### src/sv/lru_pkg.sv
// Shared types and constants for the LRU page replacement block.
package lru_pkg;

    localparam int PAGE_BITS      = 8;
    localparam int FRAME_COUNT_W  = 5;
    localparam int IDX_W          = 6;
    localparam int FRAME_OUT_W    = 4;
    localparam int FAULT_W        = 16;

    localparam logic [FRAME_COUNT_W-1:0] FRAME_COUNT_RESET = 5'd3;
    localparam logic [FAULT_W-1:0]       FAULT_MAX         = 16'hFFFF;

    typedef struct packed {
        logic [PAGE_BITS-1:0] page_number;
        logic                 last_request;
    } lru_req_t;

    typedef struct packed {
        logic                   page_fault;
        logic [FRAME_OUT_W-1:0] frame_index;
        logic                   evicted_valid;
        logic [PAGE_BITS-1:0]   evicted_page;
        logic [FAULT_W-1:0]     fault_total;
        logic                   sequence_end;
    } lru_rsp_t;

    // Running search result handed from cell to cell.
    typedef struct packed {
        logic                 valid;
        logic                 hit;
        logic [IDX_W-1:0]     hit_idx;
        logic [IDX_W-1:0]     hit_rank;
        logic                 found;
        logic [IDX_W-1:0]     old_idx;
        logic [IDX_W-1:0]     old_rank;
        logic [PAGE_BITS-1:0] old_page;
    } lru_scan_t;

    // Update command broadcast to every cell once the search is done.
    typedef struct packed {
        logic             en;
        logic             clear;
        logic [IDX_W-1:0] frame;
        logic             fill;
        logic             age_all;
        logic [IDX_W-1:0] limit;
    } lru_upd_t;

    typedef enum logic {
        ST_IDLE,
        ST_SCAN
    } lru_state_t;

endpackage

### src/sv/lru_page_replacement.sv
// Top level: a row of frame cells searched by a token that moves one frame per cycle.
// The result strobe is registered once the search token leaves frame cell N-1, where N is
// frame_count clamped to 1..MAX_FRAMES; the search token visits one frame cell per cycle.
// One item is taken at a time: busy stays high until the result strobe, and the
// next item can be accepted at the edge that ends the strobe.
// Reset clears all frames, ranks and counts and sets frame_count to 3; the receiver
// cannot stall, so each result is shown for exactly one cycle.
module lru_page_replacement #(
    parameter int MAX_FRAMES = 16
) (
    input  logic                                  clk,
    input  logic                                  rst_n,
    input  logic                                  start,
    input  lru_pkg::lru_req_t                     request,
    output logic                                  busy,
    output logic                                  result_valid,
    output lru_pkg::lru_rsp_t                     result,
    input  logic                                  cfg_we,
    input  logic [lru_pkg::FRAME_COUNT_W-1:0]     cfg_data
);

    localparam int CW = $clog2(MAX_FRAMES + 1);
    localparam int IW = (MAX_FRAMES > 1) ? $clog2(MAX_FRAMES) : 1;

    logic [lru_pkg::FRAME_COUNT_W-1:0] frame_count_reg;
    logic [CW-1:0]                     used;
    logic [CW-1:0]                     used_m1;
    logic [MAX_FRAMES-1:0]             active;
    logic                              launch;
    logic [lru_pkg::PAGE_BITS-1:0]     page;
    lru_pkg::lru_scan_t                scan_first;
    lru_pkg::lru_scan_t                scan_out [MAX_FRAMES];
    lru_pkg::lru_scan_t                scan_done;
    lru_pkg::lru_upd_t                 upd;

    always_ff @(posedge clk or negedge rst_n)
    begin
        if (!rst_n)
        begin
            frame_count_reg <= lru_pkg::FRAME_COUNT_RESET;
        end
        else if (cfg_we)
        begin
            frame_count_reg <= cfg_data;
        end
    end

    always_comb
    begin
        if (frame_count_reg == '0)
        begin
            used = CW'(1);
        end
        else if (32'(frame_count_reg) > 32'(MAX_FRAMES))
        begin
            used = CW'(MAX_FRAMES);
        end
        else
        begin
            used = CW'(frame_count_reg);
        end
    end

    assign used_m1   = used - CW'(1);
    assign scan_done = scan_out[IW'(used_m1)];

    always_comb
    begin
        scan_first       = '0;
        scan_first.valid = launch;
    end

    for (genvar k = 0; k < MAX_FRAMES; k++)
    begin : g_cell
        assign active[k] = (CW'(k) < used);
        if (k == 0)
        begin : g_head
            lru_cell #(
                .MAX_FRAMES (MAX_FRAMES),
                .CELL_IDX   (k)
            ) u_cell (
                .clk      (clk),
                .rst_n    (rst_n),
                .active   (active[k]),
                .page     (page),
                .scan_in  (scan_first),
                .scan_out (scan_out[k]),
                .upd      (upd)
            );
        end
        else
        begin : g_body
            lru_cell #(
                .MAX_FRAMES (MAX_FRAMES),
                .CELL_IDX   (k)
            ) u_cell (
                .clk      (clk),
                .rst_n    (rst_n),
                .active   (active[k]),
                .page     (page),
                .scan_in  (scan_out[k-1]),
                .scan_out (scan_out[k]),
                .upd      (upd)
            );
        end
    end

    lru_ctrl #(
        .MAX_FRAMES (MAX_FRAMES)
    ) u_ctrl (
        .clk          (clk),
        .rst_n        (rst_n),
        .start        (start),
        .req_in       (request),
        .busy         (busy),
        .used         (used),
        .launch       (launch),
        .page         (page),
        .scan_done    (scan_done),
        .upd          (upd),
        .result_valid (result_valid),
        .result       (result)
    );

endmodule

### src/sv/lru_cell.sv
// One frame cell: holds a page, its valid bit and rank, and joins the search chain.
module lru_cell #(
    parameter int MAX_FRAMES = 16,
    parameter int CELL_IDX   = 0
) (
    input  logic                          clk,
    input  logic                          rst_n,
    input  logic                          active,
    input  logic [lru_pkg::PAGE_BITS-1:0] page,
    input  lru_pkg::lru_scan_t            scan_in,
    output lru_pkg::lru_scan_t            scan_out,
    input  lru_pkg::lru_upd_t             upd
);

    localparam int RW = (MAX_FRAMES > 1) ? $clog2(MAX_FRAMES) : 1;

    logic [lru_pkg::PAGE_BITS-1:0] page_reg;
    logic                          valid_reg;
    logic                          valid_next;
    logic [RW-1:0]                 rank_reg;
    logic [RW-1:0]                 rank_next;
    lru_pkg::lru_scan_t            scan_reg;
    lru_pkg::lru_scan_t            scan_next;
    logic [lru_pkg::IDX_W-1:0]     rank_ext;
    logic                          is_target;

    assign rank_ext  = lru_pkg::IDX_W'(rank_reg);
    assign is_target = (lru_pkg::IDX_W'(CELL_IDX) == upd.frame);
    assign scan_out  = scan_reg;

    always_comb
    begin
        scan_next       = scan_in;
        scan_next.valid = scan_in.valid && active;
        if (scan_in.valid && active)
        begin
            if (valid_reg && !scan_in.hit && (page_reg == page))
            begin
                scan_next.hit      = 1'b1;
                scan_next.hit_idx  = lru_pkg::IDX_W'(CELL_IDX);
                scan_next.hit_rank = rank_ext;
            end
            // Strictly greater keeps the lowest index among equally old frames.
            if (valid_reg && (!scan_in.found || (rank_ext > scan_in.old_rank)))
            begin
                scan_next.found    = 1'b1;
                scan_next.old_idx  = lru_pkg::IDX_W'(CELL_IDX);
                scan_next.old_rank = rank_ext;
                scan_next.old_page = page_reg;
            end
        end
    end

    always_comb
    begin
        valid_next = valid_reg;
        rank_next  = rank_reg;
        if (upd.clear)
        begin
            valid_next = 1'b0;
            rank_next  = '0;
        end
        else if (upd.en)
        begin
            if (is_target)
            begin
                rank_next = '0;
                if (upd.fill)
                begin
                    valid_next = 1'b1;
                end
            end
            else if (valid_reg && (upd.age_all || (rank_ext < upd.limit)) &&
                     (rank_reg != RW'(MAX_FRAMES - 1)))
            begin
                rank_next = rank_reg + RW'(1);
            end
        end
    end

    always_ff @(posedge clk or negedge rst_n)
    begin
        if (!rst_n)
        begin
            valid_reg <= 1'b0;
            rank_reg  <= '0;
            scan_reg  <= '0;
        end
        else
        begin
            valid_reg <= valid_next;
            rank_reg  <= rank_next;
            scan_reg  <= scan_next;
        end
    end

    always_ff @(posedge clk)
    begin
        if (upd.en && upd.fill && is_target)
        begin
            page_reg <= page;
        end
    end

endmodule

### src/sv/lru_ctrl.sv
// Sequencer: takes an item, launches the search, decides the frame and reports the result.
module lru_ctrl #(
    parameter int MAX_FRAMES = 16
) (
    input  logic                          clk,
    input  logic                          rst_n,
    input  logic                          start,
    input  lru_pkg::lru_req_t             req_in,
    output logic                          busy,
    input  logic [$clog2(MAX_FRAMES+1)-1:0] used,
    output logic                          launch,
    output logic [lru_pkg::PAGE_BITS-1:0] page,
    input  lru_pkg::lru_scan_t            scan_done,
    output lru_pkg::lru_upd_t             upd,
    output logic                          result_valid,
    output lru_pkg::lru_rsp_t             result
);

    localparam int CW = $clog2(MAX_FRAMES + 1);

    lru_pkg::lru_state_t        state_reg;
    lru_pkg::lru_state_t        state_next;
    lru_pkg::lru_req_t          req_reg;
    logic                       launch_reg;
    logic [CW-1:0]              filled_reg;
    logic [CW-1:0]              filled_next;
    logic [lru_pkg::FAULT_W-1:0] fault_reg;
    logic [lru_pkg::FAULT_W-1:0] fault_next;
    logic [lru_pkg::FAULT_W-1:0] fault_shown;
    logic                       result_valid_reg;
    lru_pkg::lru_rsp_t          result_reg;
    lru_pkg::lru_rsp_t          rsp_next;
    logic                       accept;
    logic                       done;

    assign accept       = start && (state_reg == lru_pkg::ST_IDLE);
    assign done         = (state_reg == lru_pkg::ST_SCAN) && scan_done.valid;
    assign launch       = launch_reg;
    assign page         = req_reg.page_number;
    assign result_valid = result_valid_reg;
    assign result       = result_reg;

    always_comb
    begin
        state_next = state_reg;
        unique case (state_reg)
            lru_pkg::ST_IDLE:
            begin
                if (accept)
                begin
                    state_next = lru_pkg::ST_SCAN;
                end
            end
            lru_pkg::ST_SCAN:
            begin
                if (done)
                begin
                    state_next = lru_pkg::ST_IDLE;
                end
            end
            default:
            begin
                state_next = lru_pkg::ST_IDLE;
            end
        endcase
    end

    always_comb
    begin
        busy = (state_reg != lru_pkg::ST_IDLE);
    end

    // Replacement decision once the search token has left the last frame in use.
    always_comb
    begin
        upd         = '0;
        rsp_next    = '0;
        filled_next = filled_reg;
        fault_shown = fault_reg;
        upd.en      = done;
        if (scan_done.hit)
        begin
            upd.frame = scan_done.hit_idx;
            upd.limit = scan_done.hit_rank;
        end
        else
        begin
            upd.fill = 1'b1;
            if (filled_reg < used)
            begin
                upd.frame   = lru_pkg::IDX_W'(filled_reg);
                upd.age_all = 1'b1;
                filled_next = filled_reg + CW'(1);
            end
            else if (scan_done.found)
            begin
                upd.frame             = scan_done.old_idx;
                upd.limit             = scan_done.old_rank;
                rsp_next.evicted_valid = 1'b1;
                rsp_next.evicted_page  = scan_done.old_page;
            end
            else
            begin
                upd.frame   = '0;
                upd.age_all = 1'b1;
            end
            if (fault_reg != lru_pkg::FAULT_MAX)
            begin
                fault_shown = fault_reg + lru_pkg::FAULT_W'(1);
            end
        end
        rsp_next.page_fault   = !scan_done.hit;
        rsp_next.frame_index  = lru_pkg::FRAME_OUT_W'(upd.frame);
        rsp_next.fault_total  = fault_shown;
        rsp_next.sequence_end = req_reg.last_request;
        fault_next            = fault_shown;
        upd.clear             = done && req_reg.last_request;
        if (!done)
        begin
            filled_next = filled_reg;
            fault_next  = fault_reg;
        end
        else if (req_reg.last_request)
        begin
            filled_next = '0;
            fault_next  = '0;
        end
    end

    always_ff @(posedge clk or negedge rst_n)
    begin
        if (!rst_n)
        begin
            state_reg        <= lru_pkg::ST_IDLE;
            launch_reg       <= 1'b0;
            filled_reg       <= '0;
            fault_reg        <= '0;
            result_valid_reg <= 1'b0;
        end
        else
        begin
            state_reg        <= state_next;
            launch_reg       <= accept;
            filled_reg       <= filled_next;
            fault_reg        <= fault_next;
            result_valid_reg <= done;
        end
    end

    always_ff @(posedge clk)
    begin
        if (accept)
        begin
            req_reg <= req_in;
        end
        if (done)
        begin
            result_reg <= rsp_next;
        end
    end

endmodule
### config.mk
export PLATFORM = sky130hd
export DESIGN_NAME = lru_page_replacement
export DESIGN_NICKNAME = d
export VERILOG_FILES = /design/src/sv/lru_pkg.sv /design/src/sv/lru_page_replacement.sv /design/src/sv/lru_cell.sv /design/src/sv/lru_ctrl.sv
export SDC_FILE = /design/constraint.sdc
export NUM_CORES = 1
export LEC_CHECK = 0
export ABC_AREA = 1
export BUFFER_PORTS_ARGS = -buffer_cell sky130_fd_sc_hd__clkbuf_2
export CORE_MARGIN = 1.5
export CORE_UTILIZATION = 49
export CTS_BUF_LIST = sky130_fd_sc_hd__clkbuf_8
export DETAILED_ROUTE_END_ITERATION = 10
export MAX_ROUTING_LAYER = met4
export PLACE_DENSITY = 0.64
export SYNTH_ARGS = -nofsm -noshare
export SYNTH_HDL_FRONTEND = slang
export SYNTH_SLANG_ARGS = --single-unit
### constraint.sdc
create_clock -name clk -period 8.9 [get_ports clk]
set_input_delay 0.89 -clock clk [delete_from_list [all_inputs] [get_ports clk]]
set_output_delay 0.89 -clock clk [all_outputs]
set_load 0.01 [all_outputs]
==> out/results.ini <==
[setup_path]
cp.arrival_ns=6.52
crit_fanout=58
critPathKind=flop to flop
required_ns=9.53
cp-end-kind=flop
worstSetupStartpointType=flop

[global_route]
gr-total-overflow=0
antenna_found_initial=2
track_usage_pct=28.6
grt_pass1_vias=25900
grt_start_max_net_pins=127
grt_pass1_wl_um=150000

[cells_and_area]
nets=4099
area_growth_pct=9.87
fin_area_sq_mm=0.0373
fin_cells=4984
post-route-util_pct=54.4
drive_gt1_share_pct=9.62
largest_reg_flops=383

[yosys]
syn-cell-area_sq_mm=0.0340
ys.warnings.count=0
ys_seq_elements=679
synth_edf_count=168
syn_nets=4055
ys.flop_type=dfrtp_1
synth_cell_types=59
avgSynthCellArea_sq_um=8.70
synth_seq_area_share_pct=52.5
netlist_instances=3906
async_reset_ff_share_pct=75.3

[placement]
dp.cells=4762
placed_cell_area_sq_mm=0.0350
place.port_buffers=50
gp_congestion=0.939
dp_slack_ns=3.15
hpwl_um=67500

[sta]
drv_slew=0
fmax_ghz=0.170
slew_headroom_pct=33.2
rsz0062_at_grt=false
clock_skew_ns=0.0350
final.setup.worst_slack_ns=3.01
hold_viol=0
fin_crit_sh_pct=66.2
setup_violations=0
worst_slew_pin_slew_ns=1.00
period_minus_slack_ns=5.89
tns_ns=0

[pwr]
power_switching_uw=3720
switching_share_pct=38.0
pwr_density_cell_mw_per_mm2=262
pwr-share-comb_pct=30.1
power_frac_seq_pct=41.2
p_int_uw=6060
leakagePower_uw=0.0182
pwr-share-clk_pct=28.7
vdd_drop_max_mv=0.171

[cts]
cts_resized=0
cts_hold_buffers=0
numCtsBuffers=117
insertion_delay_ns=0.77
htree_levels=3
cts_setup_buffers=0
cts.sinks=679
clockBufferDepth=3
cts_tree=done
clkTransAtPathRegs_ns=0.06
ctsRootBufferMaster=clkbuf_8

[drt]
routedWlPerCell_um=19.4
vias=26600
drt.antenna.violating_nets=0
first_pass_iters=6
vias_per_cell=5.33
routed_wl_um=96500
drc=0
drt_iter0_drc=2599

[floorplan]
fp.coreArea_sq_mm=0.0686
die_x_um=266
die_h_um=266
initial_core_util_pct=49.5
io_pins=51
die_area_sq_mm=0.0709
num_rows=96

[flow_run]
drv_cap=0

[min_path]
hp-class=primary input to asynchronous set/reset pin

[status]
status=complete, no violations

-- stage by stage --
step                      hold WS [ns]  power (uW)
after floorplan                  0.420        6000
after global placement           0.358        6930
after detailed placement         0.368        6990
after CTS                        0.205        9810
after global routing             0.225       10400
final                            0.188        9780
-- layer usage --
| metal | GRT usage [%] | routed length (um) |
|---|---|---|
| met4 | 11.2 | 3560 |
| met5 | - | 0 |
| met3 | 4.66 | 6200 |
| met2 | 45.0 | 45400 |
| met1 | 37.1 | 41300 |
-- synth_stat cells, drive strengths merged (3+ instances only) --
| cell type | n | area [sq um] |
|---|---|---|
| o2111ai | 5 | 43.8 |
| o21bai | 16 | 120 |
| o221ai | 5 | 43.8 |
| a32o | 6 | 60.1 |
| nand3 | 244 | 1340 |
| xnor2 | 28 | 245 |
| dfrtp | 509 | 12700 |
| clkbuf | 109 | 409 |
| inv | 529 | 1990 |
| o21a | 10 | 75.1 |
| a22o | 3 | 26.3 |
| nor2 | 271 | 1100 |
| nor3 | 17 | 85.1 |
| a31oi | 12 | 75.1 |
| mux2 | 10 | 113 |
| o21ai | 424 | 2160 |
| a211oi | 9 | 67.6 |
| a221oi | 17 | 149 |
| o211ai | 23 | 173 |
| a21oi | 117 | 586 |
| o22ai | 79 | 494 |
| or2 | 17 | 106 |
| ha | 131 | 1640 |
| edfxtp | 168 | 5040 |
| nand4 | 17 | 113 |
| nor4 | 11 | 68.8 |
| a21o | 5 | 37.5 |
| nand2 | 986 | 3850 |
| buf | 48 | 297 |
| a2111oi | 9 | 78.8 |
| xor2 | 57 | 507 |
-- cell families (layout without fill, tap and decap cells) --
family	after synthesis	after routing	synth area share, %
adder cells (fa/ha/maj)	131	131	4.82
multiplexers	12	12	0.390
other	0	1	0
AO/OA/AOI/OAI	746	746	12.5
AND/OR/NAND/NOR	1565	1565	19.6
XOR/XNOR	85	85	2.21
buffers and inverters	688	834	7.96
flip-flops	679	679	52.5
-- critical path, stage by stage, from the launching register on --
cell and delay, ns:
dfrtp_1 0.45, nor2_2 0.17, nand2_1 0.08, nand2_2 0.11, nand2_4 0.30, ha_4 0.77, clkinv_2 0.39, buf_4 0.46
nand3_1 0.20, o21ai_2 0.09, nand2_4 0.08, nand2_2 0.07, nor2_4 0.35, nand2_4 0.21, inv_4 0.13, nand2_1 0.06
o31ai_1 0.07, inv_1 0.43, ha_1 0.49, a21oi_1 0.17, nand2_1 0.07, nand2_1 0.06, nand2_1 0.06, nand2_2 0.09
nand2_1 0.11, nand2_1 0.10, nand2_1 0.05
-- cell usage in the layout (no fill, tap or decap), types with 7 or more instances in the layout --
cell	instances
nand2_2	39
o21bai_1	16
a2111oi_0	9
o21a_1	10
a221oi_1	17
a21oi_1	117
inv_1	551
o211ai_1	23
nand3_1	231
xnor2_1	28
nand4_1	16
nand3_4	7
mux2_2	10
xor2_1	56
nand2_1	939
a211oi_1	9
inv_2	27
clkinv_2	15
buf_4	32
o22ai_1	79
clkbuf_8	141
nand2_4	7
nor3_1	17
nor2_2	8
clkinv_1	8
o21ai_2	8
nor4_1	11
clkbuf_2	49
edfxtp_1	168
nor2_1	257
o21ai_1	23
a31oi_1	12
dfrtp_1	509
or2_2	17
ha_1	130
o21ai_0	392
-- power by group through the flow --
| stage | combinational (uW) | clock, uW | sequential [uW] |
|---|---|---|---|
| finish | 2940 | 2810 | 4030 |
| floorplan | 2020 | 0 | 3980 |
| CTS | 2930 | 2860 | 4020 |
| detailed placement | 2910 | 0 | 4080 |
| global placement | 2860 | 0 | 4070 |
| global route | 3330 | 2990 | 4080 |
-- path summary, 6_finish.rpt --
| path | to | cells after the start | startpoint | slack [ns] |
|---|---|---|---|---|
| max in group asynchronous | g_cell[12].g_body.u_cell.rank_reg[3]$_DFFE_PN0P_ | 3 | rst_n | 6.75 |
| worst max-delay path | g_cell[14].g_body.u_cell.rank_reg[0]$_DFFE_PN0P_ | 26 | frame_count_reg[2]$_DFFE_PN0P_ | 3.01 |
| worst max register to register | g_cell[14].g_body.u_cell.rank_reg[0]$_DFFE_PN0P_ | 26 | frame_count_reg[2]$_DFFE_PN0P_ | 3.01 |
| worst min register to register | g_cell[0].g_head.u_cell.scan_out[34]$_DFF_PN0_ | 0 | u_ctrl.launch$_DFF_PN0_ | 0.38 |
| worst min-delay path | g_cell[14].g_body.u_cell.scan_out[7]$_DFF_PN0_ | 1 | rst_n | 0.19 |
| min in group clk | u_ctrl.page[1]$_DFFE_PP_ | 1 | request[2] | 0.30 |
-- layout make-up --
type / instances / area, sq um
inverter: 531 / 2000
tap: 931 / 1160
clock inverter: 80 / 419
clock buffer: 141 / 1940
sequential: 679 / 17800
timing repair buffer: 82 / 500
fill: 6396 / 31200
multi-input combinational: 2539 / 13500
antenna: 1 / 2.50
No activity file was read; power rests on OpenSTA's default activity.
